**src/rtl/cb32_pkg.sv**
```systemverilog
// Package for the CRC-32 / base32 text encoder.
// Holds item types, CRC constants and the byte-wise CRC and alphabet functions.
// No dependencies.
`default_nettype none

package cb32_pkg;

    localparam logic [31:0] CRC_INIT = 32'hFFFF_FFFF;
    localparam logic [31:0] CRC_POLY = 32'hEDB8_8320;

    localparam int GROUP_W    = 5;
    localparam int BYTE_W     = 8;
    localparam int CRC_W      = 32;
    localparam int BUF_W      = BYTE_W + CRC_W + GROUP_W;
    localparam int CNT_W      = $clog2(BUF_W + 1);
    localparam int ALPHA_LETTERS = 26;

    typedef struct packed {
        logic [7:0] data_byte;
        logic       last_byte;
    } in_item_t;

    typedef struct packed {
        logic [6:0] symbol_char;
        logic       end_of_text;
    } out_item_t;

    function automatic logic [31:0] crc_byte(input logic [31:0] c_in, input logic [7:0] b);
        logic [31:0] c;
        c = c_in ^ {24'd0, b};
        for (int i = 0; i < 8; i++) begin
            c = (c >> 1) ^ (c[0] ? CRC_POLY : 32'd0);
        end
        return c;
    endfunction

    function automatic logic [6:0] b32_char(input logic [4:0] g);
        logic [6:0] ch;
        if (g < 5'(ALPHA_LETTERS)) begin
            ch = 7'h41 + {2'd0, g};
        end
        else begin
            ch = 7'h18 + {2'd0, g};
        end
        return ch;
    endfunction

endpackage

`default_nettype wire

```
**src/rtl/cb32_crc.sv**
```systemverilog
// Running CRC-32 register for the encoder.
// Depends on cb32_pkg for the CRC constants and byte update function.
`default_nettype none

module cb32_crc (
    input  wire logic        clk,
    input  wire logic        rst_n,
    input  wire logic        load,
    input  wire logic [7:0]  data_byte,
    input  wire logic        last_byte,
    output logic      [31:0] crc_final
);
    import cb32_pkg::*;

    logic [31:0] crc_reg;
    logic [31:0] crc_next;
    logic [31:0] crc_upd;

    always_comb
    begin
        crc_upd   = crc_byte(crc_reg, data_byte);
        crc_final = crc_upd ^ CRC_INIT;
        crc_next  = crc_reg;
        if (load) begin
            crc_next = last_byte ? CRC_INIT : crc_upd;
        end
    end

    always_ff @(posedge clk or negedge rst_n)
    begin
        if (!rst_n) begin
            crc_reg <= CRC_INIT;
        end
        else begin
            crc_reg <= crc_next;
        end
    end

endmodule

`default_nettype wire

```
**src/rtl/cb32_packer.sv**
```systemverilog
// Base32 bit buffer: packs bytes and the final CRC, drains one character per cycle while char_stall is low.
// Depends on cb32_pkg for item types, buffer sizes and the alphabet function.
`default_nettype none

module cb32_packer (
    input  wire logic                  clk,
    input  wire logic                  rst_n,
    input  wire logic                  load_valid,
    input  wire logic [7:0]            data_byte,
    input  wire logic                  last_byte,
    input  wire logic [31:0]           crc_final,
    output logic                       load,
    output logic                       char_valid,
    input  wire logic                  char_stall,
    output cb32_pkg::out_item_t        char_data
);
    import cb32_pkg::*;

    logic [BUF_W-1:0] bits_reg, bits_next;
    logic [CNT_W-1:0] cnt_reg, cnt_next;
    logic             flush_reg, flush_next;

    logic             emit;
    logic [CNT_W-1:0] rem;
    logic [BUF_W-1:0] shifted;
    logic [BUF_W-1:0] payload;
    logic [31:0]      crc_stream;

    always_comb
    begin
        char_valid = (cnt_reg >= CNT_W'(GROUP_W)) || (flush_reg && cnt_reg != '0);
        char_data.symbol_char = b32_char(bits_reg[BUF_W-1 -: GROUP_W]);
        char_data.end_of_text = flush_reg && (cnt_reg <= CNT_W'(GROUP_W));
        emit = char_valid && !char_stall;

        if (emit) begin
            rem     = (cnt_reg > CNT_W'(GROUP_W)) ? cnt_reg - CNT_W'(GROUP_W) : '0;
            shifted = bits_reg << GROUP_W;
        end
        else begin
            rem     = cnt_reg;
            shifted = bits_reg;
        end

        load = load_valid && (rem < CNT_W'(GROUP_W)) && (!flush_reg || rem == '0);

        crc_stream = last_byte ? {crc_final[7:0], crc_final[15:8],
                                  crc_final[23:16], crc_final[31:24]} : 32'd0;
        payload    = {data_byte, crc_stream, {GROUP_W{1'b0}}} >> rem;

        if (load) begin
            bits_next  = shifted | payload;
            cnt_next   = rem + (last_byte ? CNT_W'(BYTE_W + CRC_W) : CNT_W'(BYTE_W));
            flush_next = last_byte;
        end
        else begin
            bits_next  = shifted;
            cnt_next   = rem;
            flush_next = flush_reg && (rem != '0);
        end
    end

    always_ff @(posedge clk or negedge rst_n)
    begin
        if (!rst_n) begin
            bits_reg  <= '0;
            cnt_reg   <= '0;
            flush_reg <= 1'b0;
        end
        else begin
            bits_reg  <= bits_next;
            cnt_reg   <= cnt_next;
            flush_reg <= flush_next;
        end
    end

endmodule

`default_nettype wire

```
**src/rtl/crc32_base32_encoder_top.sv**
```systemverilog
// Top level of the CRC-32 / base32 text encoder.
// A byte is held in item_reg on acceptance and enters the bit buffer once that has room;
// its first character comes from the registered bit buffer. Characters leave one per
// cycle while char_stall is low: one or two per byte, eight or nine for a last byte.
// Reset: CRC returns to all ones and the buffer empties; a text ends with end_of_text.
// Depends on cb32_pkg, cb32_crc and cb32_packer.
`default_nettype none

module crc32_base32_encoder_top (
    input  wire logic                clk,
    input  wire logic                rst_n,
    input  wire logic                byte_valid,
    output logic                     byte_stall,
    input  wire cb32_pkg::in_item_t  byte_data,
    output logic                     char_valid,
    input  wire logic                char_stall,
    output cb32_pkg::out_item_t      char_data
);
    import cb32_pkg::*;

    in_item_t    item_reg;
    logic        valid_reg, valid_next;
    logic        load;
    logic        accept;
    logic [31:0] crc_final;

    always_comb
    begin
        byte_stall = valid_reg && !load;
        accept     = byte_valid && !byte_stall;
        valid_next = accept || (valid_reg && !load);
    end

    always_ff @(posedge clk or negedge rst_n)
    begin
        if (!rst_n) begin
            valid_reg <= 1'b0;
        end
        else begin
            valid_reg <= valid_next;
        end
    end

    always_ff @(posedge clk)
    begin
        if (accept) begin
            item_reg <= byte_data;
        end
    end

    cb32_crc u_crc (
        .clk       (clk),
        .rst_n     (rst_n),
        .load      (load),
        .data_byte (item_reg.data_byte),
        .last_byte (item_reg.last_byte),
        .crc_final (crc_final)
    );

    cb32_packer u_packer (
        .clk        (clk),
        .rst_n      (rst_n),
        .load_valid (valid_reg),
        .data_byte  (item_reg.data_byte),
        .last_byte  (item_reg.last_byte),
        .crc_final  (crc_final),
        .load       (load),
        .char_valid (char_valid),
        .char_stall (char_stall),
        .char_data  (char_data)
    );

endmodule

`default_nettype wire
```
**config.mk**
```make
export PLATFORM = sky130hd
export DESIGN_NAME = crc32_base32_encoder_top
export DESIGN_NICKNAME = d
export VERILOG_FILES = /design/src/rtl/cb32_pkg.sv /design/src/rtl/cb32_crc.sv /design/src/rtl/cb32_packer.sv /design/src/rtl/crc32_base32_encoder_top.sv
export SDC_FILE = /design/constraint.sdc
export NUM_CORES = 1
export LEC_CHECK = 0
export ABC_AREA = 1
export BUFFER_PORTS_ARGS = -buffer_cell sky130_fd_sc_hd__buf_2
export CAP_MARGIN = 25
export CORE_ASPECT_RATIO = 0.75
export CORE_MARGIN = 2
export CORE_UTILIZATION = 40
export DETAILED_ROUTE_END_ITERATION = 8
export GPL_TIMING_DRIVEN = 0
export PLACE_DENSITY = 0.65
export SYNTH_ARGS = -nofsm -noshare
export SYNTH_HDL_FRONTEND = slang
export SYNTH_SLANG_ARGS = --single-unit
```
**constraint.sdc**
```tcl
create_clock -name clk -period 8.75 [get_ports clk]
set_input_delay 2.625 -clock clk [delete_from_list [all_inputs] [get_ports clk]]
set_output_delay 2.625 -clock clk [all_outputs]
set_load 0.1 [all_outputs]
```
Word level (Yosys, flattened, before mapping)
Cells that the tools add are included.
{"block": "word_totals", "regBits": 94, "in_bits": 13, "output_inout_bits": 10, "wordCells": 64}
{"block": "op_classes", "add_sub_neg": 4, "magnitude_cmp": 5, "shifts": 1, "n_mux": 18, "n_bitwise": 11, "n_reduce_logical": 18}
{"op": "$mux W32", "count": 10}
{"op": "$xor A31 B32 Y32", "count": 8}
{"op": "$mux W45", "count": 2}
{"op": "$or A45 B45 Y45", "count": 1}
{"op": "$shr A45 B6 Y45", "count": 1}
{"op": "$not A32 Y32", "count": 1}
{"op": "$xor A32 B8 Y32", "count": 1}
{"op": "$mux W6", "count": 4}
{"op": "$reduce_bool A6 Y1", "count": 2}
{"op": "$logic_and A1 B1 Y1", "count": 8}
{"op": "$add A7 B5 Y7 const A", "count": 1}
{"op": "$mux W7", "count": 1}
{"op": "$add A5 B5 Y6 const A", "count": 1}
{"op": "$add A6 B6 Y6", "count": 1}
{"op": "$ge A6 B3 Y1 const B", "count": 1}
{"op": "$gt A6 B3 Y1 const B", "count": 1}
{"op": "$le A6 B3 Y1 const B", "count": 1}
{"op": "$logic_not A6 Y1", "count": 1}
{"op": "$lt A6 B3 Y1 const B", "count": 1}
{"op": "$sub A6 B3 Y6 const B", "count": 1}
{"op": "$lt A5 B5 Y1 const B", "count": 1}
{"op": "$logic_not A1 Y1", "count": 4}
{"op": "$logic_or A1 B1 Y1", "count": 3}
{"op": "$mux W1", "count": 1}

Depth between registers and ports, before layout
Gate-level depths: netlist of the first run.
{"block": "logic_depth", "word_depth": 22, "depth_mapped": 22, "depth_no_buf": 21}

Modules after synthesis
Synthesis of the first run repeated with hierarchy kept, for this count alone.
{"block": "unflattened", "cells_unflattened": 1170, "area_unflattened_um2": 7633.6}
{"module": "cb32_packer", "n_inst": 1, "cells_each": 852, "area_each_um2": 4969.8}
{"module": "cb32_crc", "n_inst": 1, "cells_each": 302, "area_each_um2": 2336.0}
{"module": "crc32_base32_encoder_top", "n_inst": 1, "cells_each": 16, "area_each_um2": 327.8}

Least setup slack after synthesis of the first run
OpenSTA, ideal clock, no wires.
{"block": "synth_path", "path_kind": "input to output", "from": "input port char_stall", "to": "output port byte_stall", "arrival_time_ps": 4826, "t_required_ps": 6125, "path_slack_ps": 1299, "path_stages": 13, "path_buffers": 2, "cell_sequence": "inv_1 nand2_2 buf_4 nor2_2 nand2_1 a21oi_4 nor2_4 nand2_1 o21ai_2 nand2_2 inv_2 buf_4 nor2_2"}
{"block": "synth_between", "elab_chain_len": 8, "elab_cells_between_ends": 10}
{"element": "start: declaration", "line_no": "crc32_base32_encoder_top.sv:16", "text": "input wire logic char_stall,"}
{"element": "$logic_not A1 Y1 (*)", "line_no": "cb32_packer.sv:34", "text": "emit = char_valid && !char_stall;"}
{"element": "$logic_and A1 B1 Y1 (*)", "line_no": "cb32_packer.sv:34"}
{"element": "$mux W6 (*)", "line_no": "cb32_packer.sv:36", "text": "if (emit) begin"}
{"element": "$lt A6 B3 Y1 / $logic_not A6 Y1 (equally long branches)", "line_no": "cb32_packer.sv:45", "text": "load = load_valid && (rem < CNT_W'(GROUP_W)) && (!flush_reg || rem == '0);"}
{"element": "$logic_and A1 B1 Y1 / $logic_or A1 B1 Y1 (equally long branches)", "line_no": "cb32_packer.sv:45"}
{"element": "$logic_and A1 B1 Y1 (*)", "line_no": "cb32_packer.sv:45"}
{"element": "$logic_not A1 Y1 (*)", "line_no": "crc32_base32_encoder_top.sv:29", "text": "byte_stall = valid_reg && !load;"}
{"element": "$logic_and A1 B1 Y1 (*)", "line_no": "crc32_base32_encoder_top.sv:29"}
{"element": "end: declaration", "line_no": "crc32_base32_encoder_top.sv:13", "text": "output logic byte_stall,"}
Every way passes the cells marked *; elsewhere a longest branch is shown, timed or not.

Worst setup path in the final report of the first run
Ends and elaborated chain as after synthesis.

==> summary.txt, run 1 <==
Clock skew -> 0.0133 ns
Commonest non-fill, non-tap cell in the layout -> nand2_1
Asr flop ratio synth -> 0.904
Non-filler cells, final -> 1498
Via count -> 8546
Post-synth top area share -> 0.238
Hold path start -> u_packer.bits_reg[4]$_DFF_PN0_
CP peak stage delay -> 0.44 ns
Per-cell routed wire length -> 20.6 um
Worst-margin pin slew -> 0.743 ns
R2R Path Start -> u_packer.cnt_reg[0]$_DFF_PN0_
Crit-path leading delay family -> buffers and inverters
Crit path time final -> 7.75 ns
Ant diodes -> 0
Max_slew headroom -> 0.490
Fillers -> 2029
Post-Syn Area per Cell -> 6.24 um2
Die boundary width -> 163 um
Dpl cells -> 1482
Site Rows -> 43
CTS clk-pin slew, worst paths -> 0.07 ns
Clk root buf -> clkbuf_16
Distinct cells, synth -> 39
Finished layout cell area -> 0.00836 mm2
Post-CTS Repair Setup Buffers -> 0
Vias per cell -> 5.70
Routed wire length -> 30.9 mm
Synth Instances -> 1212
Critical path required time -> 6.12 ns
CTS buffer count -> 9
CTS tree -> built
Worst Hold Margin -> 0.485 ns
Max-capacitance violation count -> 0
Arrival @ worst endpoint -> 5.13 ns
#FFs+latches synth -> 94
Startpoint types -> primary input
Die area -> 0.0200 mm2
GPL Wtd Cong -> 1.03
Vias in the first global route -> 7825
Fin. Hold Viols -> 0
Max FO, Critical Path -> 10
Area grow syn2layout -> 10.5%
DRC -> 0
Unrepaired setup endpoints after global routing -> false
Synth Cell Area -> 0.00756 mm2
Largest net degree at the start of global routing -> 46
Port-buffer cells -> 22
Initial core utilization -> 0.409
Worst Setup SP -> char_stall
Outcome -> finished clean
Pins over their slew limit -> 0
Top post-synthesis cells by area -> nand2_1 24%, dfrtp_1 18%, nand3_1 14%
YS warnings -> 0
Prevailing post-synth register cell -> dfrtp_1
Die height -> 123 um
Max clock buf depth -> 2
GRT overflow -> 0
DRT Pass-1 Iters -> 5
CP Buf/Inv Count -> 6
H-tree depth -> 3
Hold WC Path Type -> flip-flop to flip-flop
Final critical-path share of the clock period -> 0.886
Core footprint -> 0.0185 mm2
Setup TNS -> 0 ns
Crit end category -> output pin
Number of flip-flops in the largest register -> 45
Layout cell share with drive strength beyond 1 -> 0.102
Hold buffers post-CTS -> 0
Routed Antenna Nets -> 0
Total track usage -> 0.319
Detailed Route Iter0 Violations -> 1225
Worst-path cell chain -> buf_2 -> inv_1 -> nand2_2 -> buf_4 -> nor2_2 -> nand2_1 -> a21oi_4 -> nor2_4 -> nand2_1 -> o21ai_2 -> nand2_2 -> inv_2 -> buf_4 -> nor2_2 -> buf_2
Area after detailed placement -> 0.00801 mm2
PostCTS Resize Cnt -> 0
Clock Sinks -> 94
First-pass GRT wire length -> 47.1 mm
Initial antenna violation count -> 0
Sequential share of the synthesized area -> 0.322
Most frequent cells in the layout -> 480 x nand2_1, 216 x nand3_1, 81 x inv_1, 76 x o21ai_0, 53 x dfrtp_1
Nets -> 1266
Net Count, Synth -> 1232
DP HPWL -> 24.3 mm
Post-synth EDFFs -> 9
Worst setup path category -> primary input to output pin
Dominant cell type by area after synthesis -> nand2_1
Worst-Skew Late Latency -> 0.37 ns
Io pins -> 23
Maximum clock rate -> 0.129 GHz
Worst path slowest cell -> buf_2
Setup violators final -> 0
==> stage by stage <==
step           setup WS, ns   util
4_1_cts                1.02  0.452
3_5_place_dp           1.03  0.433
3_3_place_gp           1.04  0.431
2_1_floorplan          1.30      -
5_1_grt               0.856  0.452
6_report              0.999  0.452
==> cells by family after synthesis <==
group | synth area share
AO/OA/AOI/OAI | 0.120
XOR/XNOR | 0.0371
flip-flops | 0.322
buffers and inverters | 0.0827
AND/OR/NAND/NOR | 0.425
adder cells (fa/ha/maj) | 0.0116
multiplexers | 0.00132
==> layer usage <==
layer | GRT usage | wire, um
met1 | 0.495 | 14900
met2 | 0.429 | 11600
met3 | 0.0953 | 3820
met4 | 0.0664 | 498
met5 | 0 | 0
==> cell usage after synthesis, types with 2 or more instances <==
master    instances
o22ai_1           2
o211ai_1         13
nand4_1          10
or2_2             4
xor2_1           26
xnor2_1           6
o221ai_1          2
nand2_1         480
buf_2            26
buf_4             7
buf_1             5
o21ai_2           3
edfxtp_1          9
nor2_2            4
nor2_1           40
nand3_1         216
o31ai_1           3
o21a_1            2
dfstp_2          32
ha_1              7
nand2_2           4
dfrtp_1          53
o21ai_0          76
o21ai_1          43
inv_2             5
a21oi_1          16
inv_1            81
clkbuf_1         26
==> worst paths after layout <==
kind,endpoint,slack [ns],depth (start not counted)
setup / recovery,byte_stall,1.0,15
setup reg to reg,item_reg[7]$_DFFE_PP_,4.79,18
max in group asynchronous,u_crc.crc_reg[2]$_DFFE_PN1P_,5.82,2
hold / removal,u_packer.bits_reg[4]$_DFF_PN0_,0.49,2
min in group asynchronous,u_packer.flush_reg$_DFF_PN0_,2.29,1
hold reg to reg,u_packer.bits_reg[4]$_DFF_PN0_,0.49,2
==> worst reg2reg max path, cell delays in order, from the launching register on <==
cell	delay, ns
dfrtp_1	0.42
inv_1	0.15
ha_1	0.19
inv_1	0.06
o21ai_1	0.14
o211ai_2	0.15
nand2_2	0.11
buf_4	0.19
nor2_2	0.05
nand2_1	0.11
a21oi_4	0.13
nor2_4	0.29
nand2_1	0.11
o21ai_2	0.20
nand2_2	0.15
inv_2	0.20
buf_4	0.30
nor2_2	0.07
nor2_1	0.57
==> layout make-up <==
cell class / instances / area, um2 / share of cell area
sequential: 94 / 2440 / 0.292
inverter: 87 / 327 / 0.0391
buffer: 64 / 299 / 0.0358
tap: 247 / 309 / 0.0370
timing repair buffer: 23 / 140 / 0.0168
multi-input combinational: 967 / 4500 / 0.538
clock buffer: 10 / 229 / 0.0274
clock inverter: 6 / 116 / 0.0139
Power of run 1 is not shown: default switching activity piles up to over one toggle a cycle in this logic, so the estimate is an artifact.
==> run 2: changes to the inputs <==
Settings changed: PLACE_DENSITY 0.65 to 0.66.
==> summary.txt, run 2 (synthesis results as in run 1) <==
Crit path time final -> 7.75 ns (+0.00120 ns)
CP peak stage delay -> 0.44 ns (about the same)
Crit end category -> output pin
Worst Hold Margin -> 0.483 ns (-0.00248 ns)
Die boundary width -> 163 um (unchanged)
Total track usage -> 0.310 (-0.00925)
Dpl cells -> 1482 (unchanged)
Worst-Skew Late Latency -> 0.37 ns (about the same)
Critical path required time -> 6.12 ns (about the same)
Post-CTS Repair Setup Buffers -> 0 (unchanged)
Unrepaired setup endpoints after global routing -> false
Site Rows -> 43 (unchanged)
Max FO, Critical Path -> 10 (unchanged)
Max_slew headroom -> 0.479 (-0.0110)
Hold WC Path Type -> flip-flop to flip-flop
Port-buffer cells -> 22 (unchanged)
Max clock buf depth -> 2 (unchanged)
Vias in the first global route -> 7706 (-1.5%)
CTS buffer count -> 9 (unchanged)
Routed wire length -> 30.2 mm (-2.3%)
Per-cell routed wire length -> 20.1 um (-2.3%)
DRT Pass-1 Iters -> 6 (+1)
Worst path slowest cell -> buf_2
Fin. Hold Viols -> 0 (unchanged)
Clock skew -> 0.0146 ns (+0.00125 ns)
H-tree depth -> 3 (unchanged)
Area after detailed placement -> 0.00801 mm2 (unchanged)
Die height -> 123 um (unchanged)
Setup violators final -> 0 (unchanged)
Hold buffers post-CTS -> 0 (unchanged)
Io pins -> 23 (unchanged)
Outcome -> finished clean
Clk root buf -> clkbuf_16
Die area -> 0.0200 mm2 (unchanged)
Non-filler cells, final -> 1498 (unchanged)
CP Buf/Inv Count -> 6 (unchanged)
DRC -> 0 (unchanged)
GRT overflow -> 0 (unchanged)
Worst setup path category -> primary input to output pin
Setup TNS -> 0 ns (unchanged)
Number of flip-flops in the largest register -> 45 (unchanged)
First-pass GRT wire length -> 45.8 mm (-2.7%)
Ant diodes -> 0 (unchanged)
Initial antenna violation count -> 0 (unchanged)
Arrival @ worst endpoint -> 5.13 ns (about the same)
Largest net degree at the start of global routing -> 46 (unchanged)
PostCTS Resize Cnt -> 0 (unchanged)
Worst-margin pin slew -> 0.759 ns (+0.0160 ns)
Final critical-path share of the clock period -> 0.886 (about the same)
DP HPWL -> 23.9 mm (-1.5%)
Area grow syn2layout -> 9.70%
Initial core utilization -> 0.409 (unchanged)
Pins over their slew limit -> 0 (unchanged)
Commonest non-fill, non-tap cell in the layout -> nand2_1
Finished layout cell area -> 0.00830 mm2 (-0.73%)
Worst-path cell chain -> buf_2 -> inv_1 -> nand2_2 -> buf_4 -> nor2_2 -> nand2_1 -> a21oi_4 -> nor2_4 -> nand2_1 -> o21ai_2 -> nand2_2 -> inv_2 -> buf_4 -> nor2_2 -> buf_2
CTS tree -> built
Clock Sinks -> 94 (unchanged)
Max-capacitance violation count -> 0 (unchanged)
Layout cell share with drive strength beyond 1 -> 0.102 (unchanged)
Via count -> 8568 (+0.26%)
Nets -> 1266 (unchanged)
Startpoint types -> primary input
Maximum clock rate -> 0.129 GHz (about the same)
Detailed Route Iter0 Violations -> 1153 (-5.9%)
Vias per cell -> 5.72 (+0.26%)
Crit-path leading delay family -> buffers and inverters
Core footprint -> 0.0185 mm2 (unchanged)
Most frequent cells in the layout -> 480 x nand2_1, 216 x nand3_1, 81 x inv_1, 76 x o21ai_0, 53 x dfrtp_1
GPL Wtd Cong -> 1.01 (-1.7%)
Routed Antenna Nets -> 0 (unchanged)
CTS clk-pin slew, worst paths -> 0.07 ns (about the same)
[run 2: cell type report]
class                   count  area [um2]
plain buffers              64         299
clock buffers              10         229
clock inverters             6        55.1
fillers                  2068       10200
inverters                  87         327
multi-input cells         967        4500
flip-flops and latches     94        2440
well taps                 247         309
repair buffers             23         140
[run 2: worst register-to-register path: stages, from the launching register on]
cell and delay (ns):
dfrtp_1 0.41, inv_1 0.15, ha_1 0.19, inv_1 0.06, o21ai_1 0.14, o211ai_2 0.15
nand2_2 0.10, buf_4 0.19, nor2_2 0.06, nand2_1 0.11, a21oi_4 0.14, nor2_4 0.26
nand2_1 0.11, o21ai_2 0.18, nand2_2 0.14, inv_2 0.22, buf_4 0.30, nor2_2 0.07
nor2_1 0.53
[run 2: worst paths after layout]
path,from,to,slack [ns],depth (start not counted)
worst max-delay path,char_stall,byte_stall,1.0,15
worst min-delay path,u_packer.bits_reg[3]$_DFF_PN0_,u_packer.bits_reg[3]$_DFF_PN0_,0.48,2
worst max register to register,u_packer.cnt_reg[0]$_DFF_PN0_,item_reg[0]$_DFFE_PP_,4.89,18
worst min register to register,u_packer.bits_reg[3]$_DFF_PN0_,u_packer.bits_reg[3]$_DFF_PN0_,0.48,2
max in group asynchronous,rst_n,u_crc.crc_reg[2]$_DFFE_PN1P_,5.85,2
min in group asynchronous,rst_n,u_packer.flush_reg$_DFF_PN0_,2.28,1
[run 2: stage by stage]
step | setup WS (ns) | util
after floorplan | 1.30 | -
final | 0.998 | 0.448
after CTS | 1.03 | 0.448
after detailed placement | 1.04 | 0.433
after global placement | 1.09 | 0.431
after global routing | 0.834 | 0.448
[run 2: routing by layer]
layer,GRT usage,up-vias,routed length (um)
met5,0,-,0
met4,0.0736,0,473
met3,0.0822,31,3670
met2,0.406,506,11300
met1,0.492,4006,14700
li1,-,4025,-
Power of run 2 is left out for the same reason.
==> run 3: changes to the inputs <==
Settings changed: RECOVER_POWER set to 100.
==> summary.txt, run 3 (synthesis results as in run 1) <==
Outcome -> finished, violations left
Failing checks -> capacitance limit, slew limit
Hold WC Path Type -> flip-flop to flip-flop
Ant diodes -> 0 (unchanged)
Routed Antenna Nets -> 0 (unchanged)
DRT Pass-1 Iters -> 5 (-1)
Critical Path Most Common Cell -> nand2_1
Detailed Route Iter0 Violations -> 1069 (-7.3%)
CTS buffer count -> 9 (unchanged)
Number of flip-flops in the largest register -> 45 (unchanged)
Max clock buf depth -> 2 (unchanged)
Die area -> 0.0200 mm2 (unchanged)
Non-filler cells, final -> 1498 (unchanged)
Worst-path cell chain -> buf_2 -> inv_1 -> nand2_1 -> inv_1 -> clkbuf_1 -> nand2_1 -> nand2_1 -> nor2_1 -> o21ai_0 -> nor3_2 -> nand2_1 -> inv_2 -> buf_4 -> nor2_2 -> buf_2
GRT overflow -> 0 (unchanged)
Post-CTS Repair Setup Buffers -> 0 (unchanged)
Vias in the first global route -> 7706 (unchanged)
Startpoint types -> primary input
Worst setup path category -> primary input to output pin
Unrepaired setup endpoints after global routing -> false
CP peak stage delay -> 0.48 ns (+0.04 ns)
Setup TNS -> 0 ns (unchanged)
Max FO, Critical Path -> 10 (unchanged)
Pins over their slew limit -> 88 (+88)
Setup violators final -> 0 (unchanged)
Clk root buf -> clkbuf_16
Dpl cells -> 1482 (unchanged)
Per-cell routed wire length -> 20.1 um (-0.35%)
Crit end category -> output pin
CTS clk-pin slew, worst paths -> 0.08 ns (about the same)
Fin. Hold Viols -> 0 (unchanged)
DRC -> 0 (unchanged)
Initial core utilization -> 0.409 (unchanged)
Largest net degree at the start of global routing -> 46 (unchanged)
Arrival @ worst endpoint -> 5.48 ns (+0.35 ns)
CP Buf/Inv Count -> 7 (+1)
GPL Wtd Cong -> 1.01 (unchanged)
DP HPWL -> 23.9 mm (unchanged)
Routed wire length -> 30.1 mm (-0.35%)
Die height -> 123 um (unchanged)
First-pass GRT wire length -> 45.8 mm (unchanged)
Worst path slowest cell -> clkbuf_1
Nets -> 1266 (unchanged)
Final critical-path share of the clock period -> 0.926 (+0.0399)
CTS tree -> built
Clock Sinks -> 94 (unchanged)
H-tree depth -> 3 (unchanged)
Site Rows -> 43 (unchanged)
Port-buffer cells -> 22 (unchanged)
Die boundary width -> 163 um (unchanged)
Initial antenna violation count -> 0 (unchanged)
Worst-margin pin slew -> 2.41 ns (+1.65 ns)
Most frequent cells in the layout -> 482 x nand2_1, 216 x nand3_1, 99 x o21ai_0, 82 x inv_1, 53 x dfrtp_1
PostCTS Resize Cnt -> 0 (unchanged)
Commonest non-fill, non-tap cell in the layout -> nand2_1
Crit-path leading delay family -> buffers and inverters
Via count -> 8574 (+0.070%)
Hold buffers post-CTS -> 0 (unchanged)
Area grow syn2layout -> 8.62%
Max_slew headroom -> -0.608 (-1.09)
Total track usage -> 0.310 (unchanged)
Vias per cell -> 5.72 (about the same)
Max-capacitance violation count -> 2 (+2)
Crit path time final -> 8.10 ns (+0.349 ns)
Io pins -> 23 (unchanged)
Worst-Skew Late Latency -> 0.37 ns (about the same)
Core footprint -> 0.0185 mm2 (unchanged)
Maximum clock rate -> 0.123 GHz (-4.3%)
Clock skew -> 0.0147 ns (+0.0000996 ns)
Layout cell share with drive strength beyond 1 -> 0.0791 (-0.0224)
Critical path required time -> 6.12 ns (about the same)
==> run 3: worst register-to-register path: cells and delay by family, from the launching register on <==
| kind | cells | cell delay (ns) |
|---|---|---|
| fa+ha+maj | 1 | 0.19 |
| flops | 1 | 0.41 |
| simple gates | 8 | 1.78 |
| compound gates | 4 | 0.60 |
| buf+inv | 5 | 0.94 |
==> run 3: through the flow <==
step                      setup slack (ns)  hold WS, ns  utilization  cell area, um2
after floorplan                       1.30        0.444            -            7560
after global placement                1.09        0.461        0.431            7980
final                                0.649        0.481        0.444            8210
after global routing                 0.428        0.493        0.444            8210
after detailed placement              1.04        0.460        0.433            8010
after CTS                             1.03        0.480        0.448            8300
==> run 3: final cells by class <==
| class | instances | area (um2) |
|---|---|---|
| Clock buffer | 10 | 229 |
| Timing Repair Buffer | 23 | 101 |
| Fill cell | 2089 | 10300 |
| Clock inverter | 6 | 55.1 |
| Multi-Input combinational cell | 967 | 4480 |
| Inverter | 87 | 327 |
| Tap cell | 247 | 309 |
| Sequential cell | 94 | 2440 |
| Buffer | 64 | 272 |
==> run 3: worst paths after layout <==
kind | start | to | slack (ns) | depth (start not counted)
setup / recovery | char_stall | byte_stall | 0.65 | 15
hold / removal | u_packer.bits_reg[1]$_DFF_PN0_ | u_packer.bits_reg[1]$_DFF_PN0_ | 0.48 | 2
setup reg to reg | u_packer.cnt_reg[0]$_DFF_PN0_ | item_reg[0]$_DFFE_PP_ | 4.46 | 18
hold reg to reg | u_packer.bits_reg[1]$_DFF_PN0_ | u_packer.bits_reg[1]$_DFF_PN0_ | 0.48 | 2
max in group asynchronous | rst_n | u_packer.bits_reg[11]$_DFF_PN0_ | 2.63 | 2
min in group asynchronous | rst_n | u_packer.flush_reg$_DFF_PN0_ | 2.97 | 1
==> run 3: metal layers <==
metal  up-vias  track usage  share of wire
li1       4023            -              -
met4         0       0.0736          0.014
met1      4016        0.492           0.49
met3        28       0.0822           0.12
met2       507        0.406           0.38
met5         -            0              0
Power of run 3 is left out for the same reason.
